<file path="config.mk">
export PLATFORM = sky130hd
export DESIGN_NAME = nv12_to_planar_yuv_splitter_flat
export DESIGN_NICKNAME = d
export VERILOG_FILES = /design/src/rtl/nvs_pkg.sv /design/src/rtl/nvs_if.sv /design/src/rtl/nv12_to_planar_yuv_splitter.sv /design/src/rtl/nvs_front.sv /design/src/rtl/nvs_queue.sv /design/src/flat_wrapper.sv
export SDC_FILE = /design/constraint.sdc
export NUM_CORES = 1
export LEC_CHECK = 0
export BUFFER_PORTS_ARGS = -buffer_cell sky130_fd_sc_hd__buf_2
export CAP_MARGIN = 40
export CORE_MARGIN = 5
export CORE_UTILIZATION = 48
export CTS_CLUSTER_DIAMETER = 80
export CTS_CLUSTER_SIZE = 16
export DETAILED_ROUTE_END_ITERATION = 12
export GPL_TIMING_DRIVEN = 0
export MAX_ROUTING_LAYER = met4
export PLACE_DENSITY = 0.67
export SYNTH_ARGS = -nofsm -noshare
export SYNTH_HDL_FRONTEND = slang
export SYNTH_SLANG_ARGS = --single-unit
export TNS_END_PERCENT = 10
</file>
<file path="constraint.sdc">
create_clock -name clk_i -period 8.95 [get_ports clk_i]
set_input_delay 0.4475 -clock clk_i [delete_from_list [all_inputs] [get_ports clk_i]]
set_output_delay 0.4475 -clock clk_i [all_outputs]
set_load 0.1 [all_outputs]
</file>
<file path="src/rtl/nvs_pkg.sv">
// Shared types and constants for the NV12 to planar splitter.
`timescale 1ns / 1ps
`default_nettype none
package nvs_pkg;

  localparam int unsigned CFG_W    = 14;
  localparam int unsigned BYTE_W   = 8;
  localparam int unsigned PLANE_W  = 2;
  localparam int unsigned LUMA_W   = 26;
  localparam int unsigned CHROMA_W = 24;
  localparam int unsigned CFG_IDX_W = 2;

  // Result queue between classifier and output side.
  localparam int unsigned QDEPTH  = 2;
  localparam int unsigned QPTR_W  = $clog2(QDEPTH);
  localparam int unsigned QCNT_W  = $clog2(QDEPTH + 1);

  typedef enum logic [PLANE_W-1:0] {
    PLANE_Y = 2'd0,
    PLANE_U = 2'd1,
    PLANE_V = 2'd2
  } plane_e;

  typedef enum logic [CFG_IDX_W-1:0] {
    CFG_LINE_STRIDE  = 2'd0,
    CFG_SLICE_HEIGHT = 2'd1,
    CFG_VIDEO_WIDTH  = 2'd2,
    CFG_VIDEO_HEIGHT = 2'd3
  } cfg_idx_e;

  typedef struct packed {
    logic [CFG_W-1:0] line_stride;
    logic [CFG_W-1:0] slice_height;
    logic [CFG_W-1:0] video_width;
    logic [CFG_W-1:0] video_height;
  } cfg_t;

  typedef struct packed {
    plane_e              plane;
    logic [BYTE_W-1:0]   pixel_byte;
    logic [LUMA_W-1:0]   plane_index;
    logic                frame_last;
  } result_t;

endpackage
`default_nettype wire

</file>
<file path="src/rtl/nvs_if.sv">
// Valid/ready channel interfaces for input bytes and output words.
`timescale 1ns / 1ps
`default_nettype none
interface nvs_in_if;
  logic                      valid;
  logic                      ready;
  logic [nvs_pkg::BYTE_W-1:0] in_byte;
  logic                      frame_start;

  modport source (output valid, output in_byte, output frame_start, input ready);
  modport sink   (input valid, input in_byte, input frame_start, output ready);
endinterface

interface nvs_out_if;
  logic                        valid;
  logic                        ready;
  nvs_pkg::plane_e             plane;
  logic [nvs_pkg::BYTE_W-1:0]  pixel_byte;
  logic [nvs_pkg::LUMA_W-1:0]  plane_index;
  logic                        frame_last;

  modport source (output valid, output plane, output pixel_byte, output plane_index,
                  output frame_last, input ready);
  modport sink   (input valid, input plane, input pixel_byte, input plane_index,
                  input frame_last, output ready);
endinterface
`default_nettype wire

</file>
<file path="src/rtl/nv12_to_planar_yuv_splitter.sv">
// Top level of the NV12 to planar Y/U/V byte splitter.
`timescale 1ns / 1ps
`default_nettype none
// Takes an NV12 frame buffer one byte per word (frame_start on the first
// byte restarts all position counters) and emits only the visible bytes,
// each tagged with its plane (Y, U or V) and its index within that plane.
// Luma covers min(slice_height, video_height) stored lines; chroma begins
// at stored line slice_height and covers video_height/2 lines, U and V
// alternating, with U and V of a pair sharing one index. Kept width is
// min(video_width, line_stride); an odd kept width suppresses chroma.
// Registers saturate to 1 .. MAX_DIM. Stride padding, rows between the
// visible luma and the chroma area, and bytes past the chroma area are
// dropped. frame_last marks the final kept byte of a frame.
// Rate: one byte per clock sustained while the output accepts words. The
// classifier updates its column, row and index counters per accepted byte;
// a two-word result queue sits between it and the output, so input ready
// depends only on queue fill and a stalled output does not stop input until
// the queue is full. Configuration is written through cfg_we_i/cfg_idx_i/
// cfg_data_i, by the user only while the block is idle; nothing enforces it.
module nv12_to_planar_yuv_splitter #(
  parameter int unsigned MAX_DIM = 8192
) (
  input  wire                              clk_i,
  input  wire                              rst_ni,
  nvs_in_if.sink                           in_i,
  nvs_out_if.source                        out_o,
  input  wire                              cfg_we_i,
  input  wire [nvs_pkg::CFG_IDX_W-1:0]     cfg_idx_i,
  input  wire [nvs_pkg::CFG_W-1:0]         cfg_data_i
);
  import nvs_pkg::*;

  cfg_t    cfg_q;
  logic    q_full;
  logic    push;
  result_t push_data;

  // register file, reset to a 1080p buffer with 16-line aligned slice
  always_ff @(posedge clk_i or negedge rst_ni) begin
    if (!rst_ni) begin
      cfg_q.line_stride  <= CFG_W'(1920);
      cfg_q.slice_height <= CFG_W'(1088);
      cfg_q.video_width  <= CFG_W'(1920);
      cfg_q.video_height <= CFG_W'(1080);
    end else if (cfg_we_i) begin
      unique case (cfg_idx_e'(cfg_idx_i))
        CFG_LINE_STRIDE:  cfg_q.line_stride  <= cfg_data_i;
        CFG_SLICE_HEIGHT: cfg_q.slice_height <= cfg_data_i;
        CFG_VIDEO_WIDTH:  cfg_q.video_width  <= cfg_data_i;
        CFG_VIDEO_HEIGHT: cfg_q.video_height <= cfg_data_i;
        default: ;
      endcase
    end
  end

  // front: counters and classification
  nvs_front #(
    .MAX_DIM (MAX_DIM)
  ) u_front (
    .clk_i         (clk_i),
    .rst_ni        (rst_ni),
    .cfg_i         (cfg_q),
    .in_valid_i    (in_i.valid),
    .in_byte_i     (in_i.in_byte),
    .frame_start_i (in_i.frame_start),
    .in_ready_o    (in_i.ready),
    .q_full_i      (q_full),
    .push_o        (push),
    .push_data_o   (push_data)
  );

  // back: queue holding finished words for the output side
  nvs_queue u_queue (
    .clk_i       (clk_i),
    .rst_ni      (rst_ni),
    .push_i      (push),
    .push_data_i (push_data),
    .full_o      (q_full),
    .out_o       (out_o)
  );

endmodule
`default_nettype wire

</file>
<file path="src/rtl/nvs_front.sv">
// Front end: position counters and Y/U/V classification of each input byte.
`timescale 1ns / 1ps
`default_nettype none
module nvs_front #(
  parameter int unsigned MAX_DIM = 8192
) (
  input  wire                           clk_i,
  input  wire                           rst_ni,
  input  nvs_pkg::cfg_t                 cfg_i,
  input  wire                           in_valid_i,
  input  wire [nvs_pkg::BYTE_W-1:0]     in_byte_i,
  input  wire                           frame_start_i,
  output logic                          in_ready_o,
  input  wire                           q_full_i,
  output logic                          push_o,
  output nvs_pkg::result_t              push_data_o
);
  import nvs_pkg::*;

  localparam int unsigned DimW = $clog2(MAX_DIM + 1);
  localparam int unsigned ColW = $clog2(MAX_DIM);
  localparam int unsigned RowW = $clog2(MAX_DIM + MAX_DIM / 2 + 1);
  localparam int unsigned CmpW = (DimW > CFG_W) ? DimW : CFG_W;

  // saturate a register to 1 .. MAX_DIM
  function automatic logic [DimW-1:0] clamp_dim(input logic [CFG_W-1:0] v);
    logic [CmpW-1:0] ext;
    ext = CmpW'(v);
    if (ext == '0) begin
      clamp_dim = DimW'(1);
    end else if (ext > CmpW'(MAX_DIM)) begin
      clamp_dim = DimW'(MAX_DIM);
    end else begin
      clamp_dim = DimW'(ext);
    end
  endfunction

  logic [DimW-1:0]     stride, sh, vw, vh, cw, luma_rows, chroma_rows;
  logic [RowW-1:0]     end_row;
  logic                chroma_on;

  logic [ColW-1:0]     col_q, col_d, col_cur;
  logic [RowW-1:0]     row_q, row_d, row_cur;
  logic [LUMA_W-1:0]   luma_q, luma_d, luma_cur;
  logic [CHROMA_W-1:0] chroma_q, chroma_d, chroma_cur;

  logic                fire, active, in_col, is_luma, is_chroma, wrap, odd;
  logic [DimW-1:0]     col_inc;

  always_comb begin
    stride      = clamp_dim(cfg_i.line_stride);
    sh          = clamp_dim(cfg_i.slice_height);
    vw          = clamp_dim(cfg_i.video_width);
    vh          = clamp_dim(cfg_i.video_height);
    cw          = (vw < stride) ? vw : stride;
    luma_rows   = (sh < vh) ? sh : vh;
    chroma_rows = vh >> 1;
    end_row     = RowW'(sh) + RowW'(chroma_rows);
    chroma_on   = !cw[0] && (chroma_rows != '0);
  end

  assign in_ready_o = !q_full_i;
  assign fire       = in_valid_i && in_ready_o;

  // frame_start restarts the counters before this byte is placed
  assign col_cur    = frame_start_i ? '0 : col_q;
  assign row_cur    = frame_start_i ? '0 : row_q;
  assign luma_cur   = frame_start_i ? '0 : luma_q;
  assign chroma_cur = frame_start_i ? '0 : chroma_q;

  always_comb begin
    active    = row_cur < end_row;
    in_col    = DimW'(col_cur) < cw;
    odd       = col_cur[0];
    is_luma   = active && in_col && (row_cur < RowW'(luma_rows));
    is_chroma = active && in_col && !is_luma && chroma_on && (row_cur >= RowW'(sh));
    col_inc   = DimW'(col_cur) + DimW'(1);
    wrap      = col_inc >= stride;

    col_d    = col_cur;
    row_d    = row_cur;
    luma_d   = luma_cur;
    chroma_d = chroma_cur;
    if (active) begin
      col_d = wrap ? '0 : ColW'(col_inc);
      row_d = wrap ? row_cur + RowW'(1) : row_cur;
    end
    if (is_luma) begin
      luma_d = luma_cur + LUMA_W'(1);
    end
    if (is_chroma && odd) begin
      chroma_d = chroma_cur + CHROMA_W'(1);
    end
  end

  always_comb begin
    push_o                  = fire && (is_luma || is_chroma);
    push_data_o.pixel_byte  = in_byte_i;
    if (is_luma) begin
      push_data_o.plane       = PLANE_Y;
      push_data_o.plane_index = luma_cur;
      push_data_o.frame_last  = !chroma_on
                                && (row_cur == RowW'(luma_rows - DimW'(1)))
                                && (col_cur == ColW'(cw - DimW'(1)));
    end else begin
      push_data_o.plane       = odd ? PLANE_V : PLANE_U;
      push_data_o.plane_index = LUMA_W'(chroma_cur);
      push_data_o.frame_last  = (row_cur == end_row - RowW'(1))
                                && (col_cur == ColW'(cw - DimW'(1)));
    end
  end

  always_ff @(posedge clk_i or negedge rst_ni) begin
    if (!rst_ni) begin
      col_q    <= '0;
      row_q    <= '0;
      luma_q   <= '0;
      chroma_q <= '0;
    end else if (fire) begin
      col_q    <= col_d;
      row_q    <= row_d;
      luma_q   <= luma_d;
      chroma_q <= chroma_d;
    end
  end

endmodule
`default_nettype wire

</file>
<file path="src/rtl/nvs_queue.sv">
// Back end: short result queue whose head drives the output channel.
`timescale 1ns / 1ps
`default_nettype none
module nvs_queue (
  input  wire                 clk_i,
  input  wire                 rst_ni,
  input  wire                 push_i,
  input  nvs_pkg::result_t    push_data_i,
  output logic                full_o,
  nvs_out_if.source           out_o
);
  import nvs_pkg::*;

  result_t             mem_q [QDEPTH];
  logic [QPTR_W-1:0]   wr_ptr_q, rd_ptr_q;
  logic [QCNT_W-1:0]   cnt_q, cnt_d;
  logic                pop;

  assign full_o = cnt_q == QCNT_W'(QDEPTH);
  assign pop    = out_o.valid && out_o.ready;

  assign out_o.valid       = cnt_q != '0;
  assign out_o.plane       = mem_q[rd_ptr_q].plane;
  assign out_o.pixel_byte  = mem_q[rd_ptr_q].pixel_byte;
  assign out_o.plane_index = mem_q[rd_ptr_q].plane_index;
  assign out_o.frame_last  = mem_q[rd_ptr_q].frame_last;

  always_comb begin
    cnt_d = cnt_q;
    if (push_i && !pop) begin
      cnt_d = cnt_q + QCNT_W'(1);
    end else if (pop && !push_i) begin
      cnt_d = cnt_q - QCNT_W'(1);
    end
  end

  always_ff @(posedge clk_i) begin
    if (push_i) begin
      mem_q[wr_ptr_q] <= push_data_i;
    end
  end

  always_ff @(posedge clk_i or negedge rst_ni) begin
    if (!rst_ni) begin
      wr_ptr_q <= '0;
      rd_ptr_q <= '0;
      cnt_q    <= '0;
    end else begin
      cnt_q <= cnt_d;
      if (push_i) begin
        wr_ptr_q <= (wr_ptr_q == QPTR_W'(QDEPTH - 1)) ? '0 : wr_ptr_q + QPTR_W'(1);
      end
      if (pop) begin
        rd_ptr_q <= (rd_ptr_q == QPTR_W'(QDEPTH - 1)) ? '0 : rd_ptr_q + QPTR_W'(1);
      end
    end
  end

`ifndef SYNTHESIS
  a_cnt_bound: assert property (@(posedge clk_i) disable iff (!rst_ni)
    cnt_q <= QCNT_W'(QDEPTH))
    else $error("queue count above depth");

  a_no_overflow: assert property (@(posedge clk_i) disable iff (!rst_ni)
    push_i |-> !full_o)
    else $error("push into full queue");

  a_cnt_track: assert property (@(posedge clk_i) disable iff (!rst_ni)
    (push_i && !pop) |=> cnt_q == $past(cnt_q) + QCNT_W'(1))
    else $error("queue count did not follow push");

  a_ptr_gap: assert property (@(posedge clk_i) disable iff (!rst_ni)
    (cnt_q == '0 || cnt_q == QCNT_W'(QDEPTH)) |-> wr_ptr_q == rd_ptr_q)
    else $error("queue pointers inconsistent with count");
`endif

endmodule
`default_nettype wire
</file>
<file path="src/flat_wrapper.sv">
// flat-port wrapper written by rule: the top's interface ports become plain ports
module nv12_to_planar_yuv_splitter_flat import nvs_pkg::*;
#(
  parameter int unsigned MAX_DIM = 8192
)
  (clk_i, rst_ni, cfg_we_i, cfg_idx_i, cfg_data_i, in_i_valid, in_i_in_byte, in_i_frame_start, in_i_ready, out_o_valid, out_o_plane, out_o_pixel_byte, out_o_plane_index, out_o_frame_last, out_o_ready);
  nvs_in_if in_i_i ();
  nvs_out_if out_o_i ();
  input  wire clk_i;
  input  wire rst_ni;
  input  wire cfg_we_i;
  input  wire [nvs_pkg::CFG_IDX_W-1:0] cfg_idx_i;
  input  wire [nvs_pkg::CFG_W-1:0] cfg_data_i;
  input wire logic [$bits(in_i_i.valid)-1:0] in_i_valid;
  input wire logic [$bits(in_i_i.in_byte)-1:0] in_i_in_byte;
  input wire logic [$bits(in_i_i.frame_start)-1:0] in_i_frame_start;
  output wire logic [$bits(in_i_i.ready)-1:0] in_i_ready;
  output wire logic [$bits(out_o_i.valid)-1:0] out_o_valid;
  output wire logic [$bits(out_o_i.plane)-1:0] out_o_plane;
  output wire logic [$bits(out_o_i.pixel_byte)-1:0] out_o_pixel_byte;
  output wire logic [$bits(out_o_i.plane_index)-1:0] out_o_plane_index;
  output wire logic [$bits(out_o_i.frame_last)-1:0] out_o_frame_last;
  input wire logic [$bits(out_o_i.ready)-1:0] out_o_ready;
  assign in_i_i.valid = in_i_valid;
  assign in_i_i.in_byte = in_i_in_byte;
  assign in_i_i.frame_start = in_i_frame_start;
  assign in_i_ready = in_i_i.ready;
  assign out_o_valid = out_o_i.valid;
  assign out_o_plane = out_o_i.plane;
  assign out_o_pixel_byte = out_o_i.pixel_byte;
  assign out_o_plane_index = out_o_i.plane_index;
  assign out_o_frame_last = out_o_i.frame_last;
  assign out_o_i.ready = out_o_ready;
  nv12_to_planar_yuv_splitter #(.MAX_DIM(MAX_DIM)) u_core (.clk_i(clk_i), .rst_ni(rst_ni), .in_i(in_i_i), .out_o(out_o_i), .cfg_we_i(cfg_we_i), .cfg_idx_i(cfg_idx_i), .cfg_data_i(cfg_data_i));
endmodule
</file>
### After elaboration in Yosys (flattened, before gate mapping)

Memory sizes are Yosys's and may differ from the RTL's.
Cells that the tools add are included.

| word-level totals | value |
|---|---|
| output and inout bits | 39 |
| bits in read-only memories | 0 |
| memories kept | 1 |
| register bits after elaboration | 137 |
| latch bits | 0 |
| memory bits (writable) | 74 |

| cells by class | value |
|---|---|
| $lt $le $gt $ge | 11 |
| divide/modulo/power cells | 0 |
| shifts and indexed selects | 0 |
| multiply operators | 0 |
| equality and inequality tests | 7 |
| multiplexer cells | 29 |
| $add $sub $neg | 12 |
| bitwise operators | 0 |
| reductions and logical operators | 34 |

Memories:

| name | words | width | rd ports | clocked after memory_dff | wr ports | line | RTL |
|---|---|---|---|---|---|---|---|
| u_core.u_queue.mem_q | 2 | 37 | 1 | 0 | 1 | nvs_queue.sv:14 | `result_t mem_q [QDEPTH];` |

Operator list:

| kind | number |
|---|---|
| 14-bit two-way mux | 13 |
| 14-bit greater-than comparator (second input constant) | 4 |
| 14-bit zero test | 4 |
| 14-bit less-than comparator | 4 |
| 26-bit two-way mux | 2 |
| 24-bit two-way mux | 2 |
| 13-bit two-way mux | 3 |
| 14-bit equality test | 2 |
| 14-bit >= comparator | 2 |
| 14-bit by 1-bit subtractor with 14-bit output (second input constant) | 2 |
| 27-bit two-way mux | 1 |
| 26-bit by 1-bit adder with 26-bit output (second input constant) | 1 |
| 24-bit by 1-bit adder with 24-bit output (second input constant) | 1 |
| 1-bit logical AND | 15 |
| 13-bit by 1-bit adder with 14-bit output (second input constant) | 1 |
| 14-bit by 1-bit adder with 14-bit output (second input constant) | 1 |
| 14-bit by 13-bit adder with 14-bit output | 1 |
| 13-bit by 14-bit less-than comparator with 1-bit output | 1 |
| 14-bit nonzero test | 1 |
| 13-bit equality test | 1 |
| 13-bit by 1-bit subtractor with 13-bit output (second input constant) | 1 |
| 2-bit two-way mux | 4 |
| 2-bit AND reduction | 4 |
| 2-bit equality test (second input constant) | 3 |
| other kinds (9) | 19 |

### Logic depth before layout (Yosys ltp)

| logic depth | value |
|---|---|
| depth after elaboration | 18 |
| gate-level depth with buffers | 32 |
| mapped depth without buffers | 29 |

### Cells and area by module

From an unflattened synthesis, not the netlist that was laid out.

| second synthesis, totals | value |
|---|---|
| cell total of the unflattened synthesis | 1,584 |
| area total of the unflattened synthesis | 15,259.6 um^2 |

Modules (own cells, without submodules):

| module | times used | cells an instance | area each (um^2) |
|---|---|---|---|
| nvs_front | 1 | 1,333 | 10,199.8 |
| nvs_queue | 1 | 131 | 2,941.6 |
| nv12_to_planar_yuv_splitter | 1 | 120 | 2,118.3 |

### Least setup slack after synthesis

Ideal clock, no wire load.

| timing path | value |
|---|---|
| path kind | register -> register |
| from | reg u_core.cfg_q[30] (netlist bit) |
| to | mem u_core.u_queue.mem_q[0][0] (netlist bit), enable pin |
| slack | 1.924 ns |
| period minus slack after synthesis | 7.026 ns |
| buffers on the path | 3 |
| data required time | 8.514 ns |
| stages on the path, launching flop included | 29 |
| arrival | 6.590 ns |
| cells stage by stage | dfrtp_1 > nor3_1 > and2_1 > nand3_1 > o21ai_0 > nand2_1 > inv_1 > ha_1 > and4_1 > nand2_1 > a211oi_1 > a211o_1 > buf_2 > clkbuf_1 > buf_1 > nor2_1 > a21oi_1 > ha_1 > nor2b_1 > o21a_1 > o21a_1 > o21a_1 > o21ai_0 > nand2b_1 > a21oi_1 > and2_1 > nand2_4 > a21oi_1 > nor2b_1 |

| on the way | value |
|---|---|
| cells in the longest elaborated chain, start to end | 15 |
| elaborated cells between the ends (all ways) | 20 |
| those cells by class | 1 x add/sub; 5 x order compare; 5 x mux; 9 x reduce/logical |

Ends and longest elaborated chain:

| item | line | RTL |
|---|---|---|
| start: declaration | nv12_to_planar_yuv_splitter.sv:33 | `cfg_t cfg_q;` |
| 14-bit greater-than comparator | nvs_front.sv:31 | `end else if (ext > CmpW'(MAX_DIM)) begin` |
| 14-bit two-way mux | nvs_front.sv:31 |  |
| 14-bit two-way mux * | nvs_front.sv:29 | `if (ext == '0) begin` |
| 14-bit less-than comparator or 14-bit by 13-bit adder with 14-bit output (tied branches) | nvs_front.sv:56, nvs_front.sv:58 |  |
| 14-bit two-way mux or 14-bit less-than comparator (tied branches) | nvs_front.sv:56, nvs_front.sv:72 |  |
| 14-bit less-than comparator or 1-bit logical AND (tied branches) | nvs_front.sv:75, nvs_front.sv:76 |  |
| 1-bit logical AND | nvs_front.sv:75 | `is_luma = active && in_col && (row_cur < RowW'(luma_rows));` |
| 1-bit zero test | nvs_front.sv:76 | `is_chroma = active && in_col && !is_luma && chroma_on && (row_cur >= RowW'(sh));` |
| 1-bit logical AND (3 in a row) | nvs_front.sv:76 |  |
| 1-bit logical OR * | nvs_front.sv:97 | `push_o = fire && (is_luma \|\| is_chroma);` |
| 1-bit logical AND * | nvs_front.sv:97 |  |
| net u_core.push | nv12_to_planar_yuv_splitter.sv:35 | `logic push;` |
| 1-bit two-way mux * | nvs_queue.sv:38 | `if (push_i) begin` |
| 1-bit two-way mux (implied by the code) * | nvs_queue.sv:39 | `mem_q[wr_ptr_q] <= push_data_i;` |
| end: declaration | nvs_queue.sv:14 |  |

Mark *: on every way through the listed nets, which the timed path passes. The rest lies on a longest branch.

### Final worst setup path

| timing path | value |
|---|---|
| from | reg u_core.cfg_q[30] (netlist bit) |
| to | mem u_core.u_queue.mem_q[0][18] (netlist bit), enable pin |

The elaborated chain is that of the path after synthesis.

==> impl_metrics.json <==
{
  "start_util_pct": 48.48,
  "via_per_inst": 5.982,
  "startpoint_type": "flip-flop",
  "grt_antenna_before_repair": 0,
  "r2r.worst_path.cells": 29,
  "vias": 12849,
  "finalNonFillerCells": 2148,
  "p_switching_mw": 2.101,
  "p_comb_share_pct": 54.0,
  "path_clk_slew_ps": 70,
  "holdBufCountCts": 1,
  "swShare_pct": 47.68,
  "post-route-util_pct": 53.20,
  "synthToLayoutAreaGrowth_pct": 9.743,
  "path_class": "reg2reg",
  "internal_power_mw": 2.306,
  "drc": 0,
  "final_cell_mix": "nand2_1, dfrtp_1, ha_1, nor2_1, mux2_2",
  "grt_max_degree": 85,
  "diodes": 0,
  "dr.pass1.iters": 6,
  "synth_warnings": 0,
  "drt-wirelength-per-cell_um": 19.69,
  "synthTopCellsByArea": "dfrtp_1, edfxtp_1, ha_1",
  "period_needed_ps": 7280,
  "seq_power_share_pct": 28.9,
  "fill_cells": 2918,
  "grt-ovfl-total": 0,
  "grtUsageMet2_pct": 39.17,
  "peakVddDrop_uv": 183.9,
  "dpl_worst_slack_ps": 1700,
  "synthArstFlopShare_pct": 64.93,
  "maxCapViolations": 0,
  "mostFrequentLayoutCell": "nand2_1",
  "status": "finished, final reports clean",
  "syn_area_per_cell_um2": 9.268,
  "place_area_um2": 16160,
  "cts_max_level": 1,
  "synth_edf_count": 74,
  "synth_cells": 1642,
  "synth_top_area_share_pct": 20.23,
  "crit_slowest_cell": "nor2b_4",
  "synth_nets": 1782,
  "critical_path_arrival_ps": 7490,
  "slew_headroom_pct": 37.10,
  "grt_use_total_pct": 24.12,
  "seq_area_frac_synth_pct": 37.24,
  "die_h_um": 188.1,
  "top_usage_layer": "met2",
  "power_mw": 4.408,
  "cts_resized": 0,
  "hold_viol_final": 0,
  "setup_viol": 0,
  "dieWidth_um": 188.1,
  "portBuffers": 68,
  "drtAntennaViolNets": 0,
  "ys_seq_elements": 211,
  "hold_depth": 1,
  "clock.fmax_mhz": 137.4,
  "hold_path.class": "in2reg",
  "power_density_nw_per_um2": 263.9,
  "hpwl_um": 32150,
  "use_met1_pct": 31.16,
  "tightest_slew_ps": 943.6,
  "cts_tree": "done",
  "nets": 1876,
  "gp_congestion": 0.9692,
  "power_frac_clock_pct": 17.1,
  "worstSetupPathDepth": 29,
  "clock-root-buffer": "clkbuf_16",
  "max_stage_delay_ps": 460,
  "critPathTopFamily": "simple AND/OR/NAND/NOR gates",
  "min_period_over_period_pct": 81.34,
  "grt_pass1_wl_um": 68140,
  "rows": 65,
  "finalWorstSetupSlack_ps": 1670,
  "clockBufferDepth": 3,
  "maxSlewViolCount": 0,
  "met3_usage_pct": 3.071,
  "critical_path_buf_inv_count": 5,
  "end_kind": "flip-flop",
  "layout-drive-gt1-share_pct": 13.97,
  "cts.sinks": 211,
  "ys_types": 84,
  "drt-initial-drc-count": 967,
  "syn-cell-area_um2": 15220,
  "cts_setup_buffers": 0,
  "routed_wl_um": 42290,
  "pin_count": 69,
  "core_area_um2": 31390,
  "rsz0062_at_grt": "no",
  "synthFlopType": "dfrtp_1",
  "cts_buffers": 18,
  "cp.required_ps": 9160,
  "crit_fanout": 28,
  "fin_skew_ps": 36.32,
  "dieArea_um2": 35370,
  "first_global_vias": 12701,
  "synth_top_area_cell": "dfrtp_1",
  "power.leakage_nw": 7.080,
  "placedCellCount": 2117,
  "clk-insertion-delay-late_ps": 520,
  "design_area_um2": 16700
}
==> state kept, by name (all words and copies together), names as in the netlist <==
signal,count
u_core.cfg_q,56
u_core.u_front.chroma_q,24
u_core.u_front.col_q,13
u_core.u_front.luma_q,26
u_core.u_front.row_q,14
u_core.u_queue.cnt_q,2
u_core.u_queue.mem_q,74
u_core.u_queue.rd_ptr_q,1
u_core.u_queue.wr_ptr_q,1
==> through the flow <==
step	hold WS, ps	setup TNS (ps)
4_1_cts	106.6	0
3_5_place_dp	431.1	0
6_report	122.5	0
3_3_place_gp	461.0	-7904
2_1_floorplan	151.9	0
5_1_grt	104.1	0
==> logic make-up (layout without fill, tap and decap cells) <==
group                      count (synthesis)  count (layout)  share of synthesized area [%]
AOI/OAI and AO/OA                        298             298                          13.48
adders and majority gates                114             114                          9.364
and+or+nand+nor                          612             612                          19.99
muxes                                    122             122                          8.814
DFF                                      211             211                          37.24
buffers and inverters                    167             271                          4.325
xor gates and xnor gates                 118             118                          6.791
==> worst register-to-register path, delay by kind of cell (launching register included) <==
kind	cells	cell delay (ps)
AOI/OAI and AO/OA	10	2180
adders and majority gates	2	410
buffers and inverters	5	1500
DFF	1	450
and+or+nand+nor	12	2430
==> per-layer routing <==
metal	part of all wire (%)	vias up
met5	0	-
met4	4.1	0
met3	5.8	116
met2	47	433
met1	43	6207
li1	-	6093
==> power by group through the flow <==
stage	Combinational, mW	Clock, mW	Sequential [mW]
floorplan	1.87	0	1.26
global placement	2.30	0	1.29
detailed placement	2.37	0	1.29
CTS	2.38	0.773	1.27
global route	2.57	0.811	1.29
finish	2.38	0.753	1.27
==> cells in the mapped netlist (16+ instances only) <==
library cell / instances
nand2_1: 205
nor4_1: 16
clkbuf_1: 63
nor2_1: 94
nand3_1: 61
nor2b_1: 59
edfxtp_1: 74
dfrtp_1: 123
inv_1: 80
nor3_1: 47
nand4_1: 35
xor2_1: 51
xnor2_1: 67
a21o_1: 21
ha_1: 109
mux2i_1: 28
o21ai_0: 59
and3_1: 21
mux2_2: 93
o21a_1: 17
a21oi_1: 78
==> layout make-up <==
cell class                 instances  area (um^2)  area share (%)
multi-input combinational       1264         8901           53.30
sequential                       211         5668           33.94
tap                              402        503.0           3.012
clock buffer                      26        480.5           2.877
timing repair buffer              74        440.4           2.637
buffer                            85        350.3           2.098
inverter                          82        307.8           1.843
clock inverter                     4        50.05          0.2997
==> final timing paths <==
kind / slack (ps) / from / end
setup reg to reg: 1670 / u_core.cfg_q[30] / u_core.u_queue.mem_q[0][18]
max in group asynchronous: 7680 / rst_ni / u_core.u_front.col_q[1]
hold reg to reg: 510 / u_core.u_queue.cnt_q[1] / u_core.u_queue.cnt_q[1]
setup / recovery: 1670 / u_core.cfg_q[30] / u_core.u_queue.mem_q[0][18]
min in group asynchronous: 460 / rst_ni / u_core.cfg_q[18]
hold / removal: 120 / in_i_in_byte[1] / u_core.u_queue.mem_q[1][28]
(Power assumes the default switching activity.)
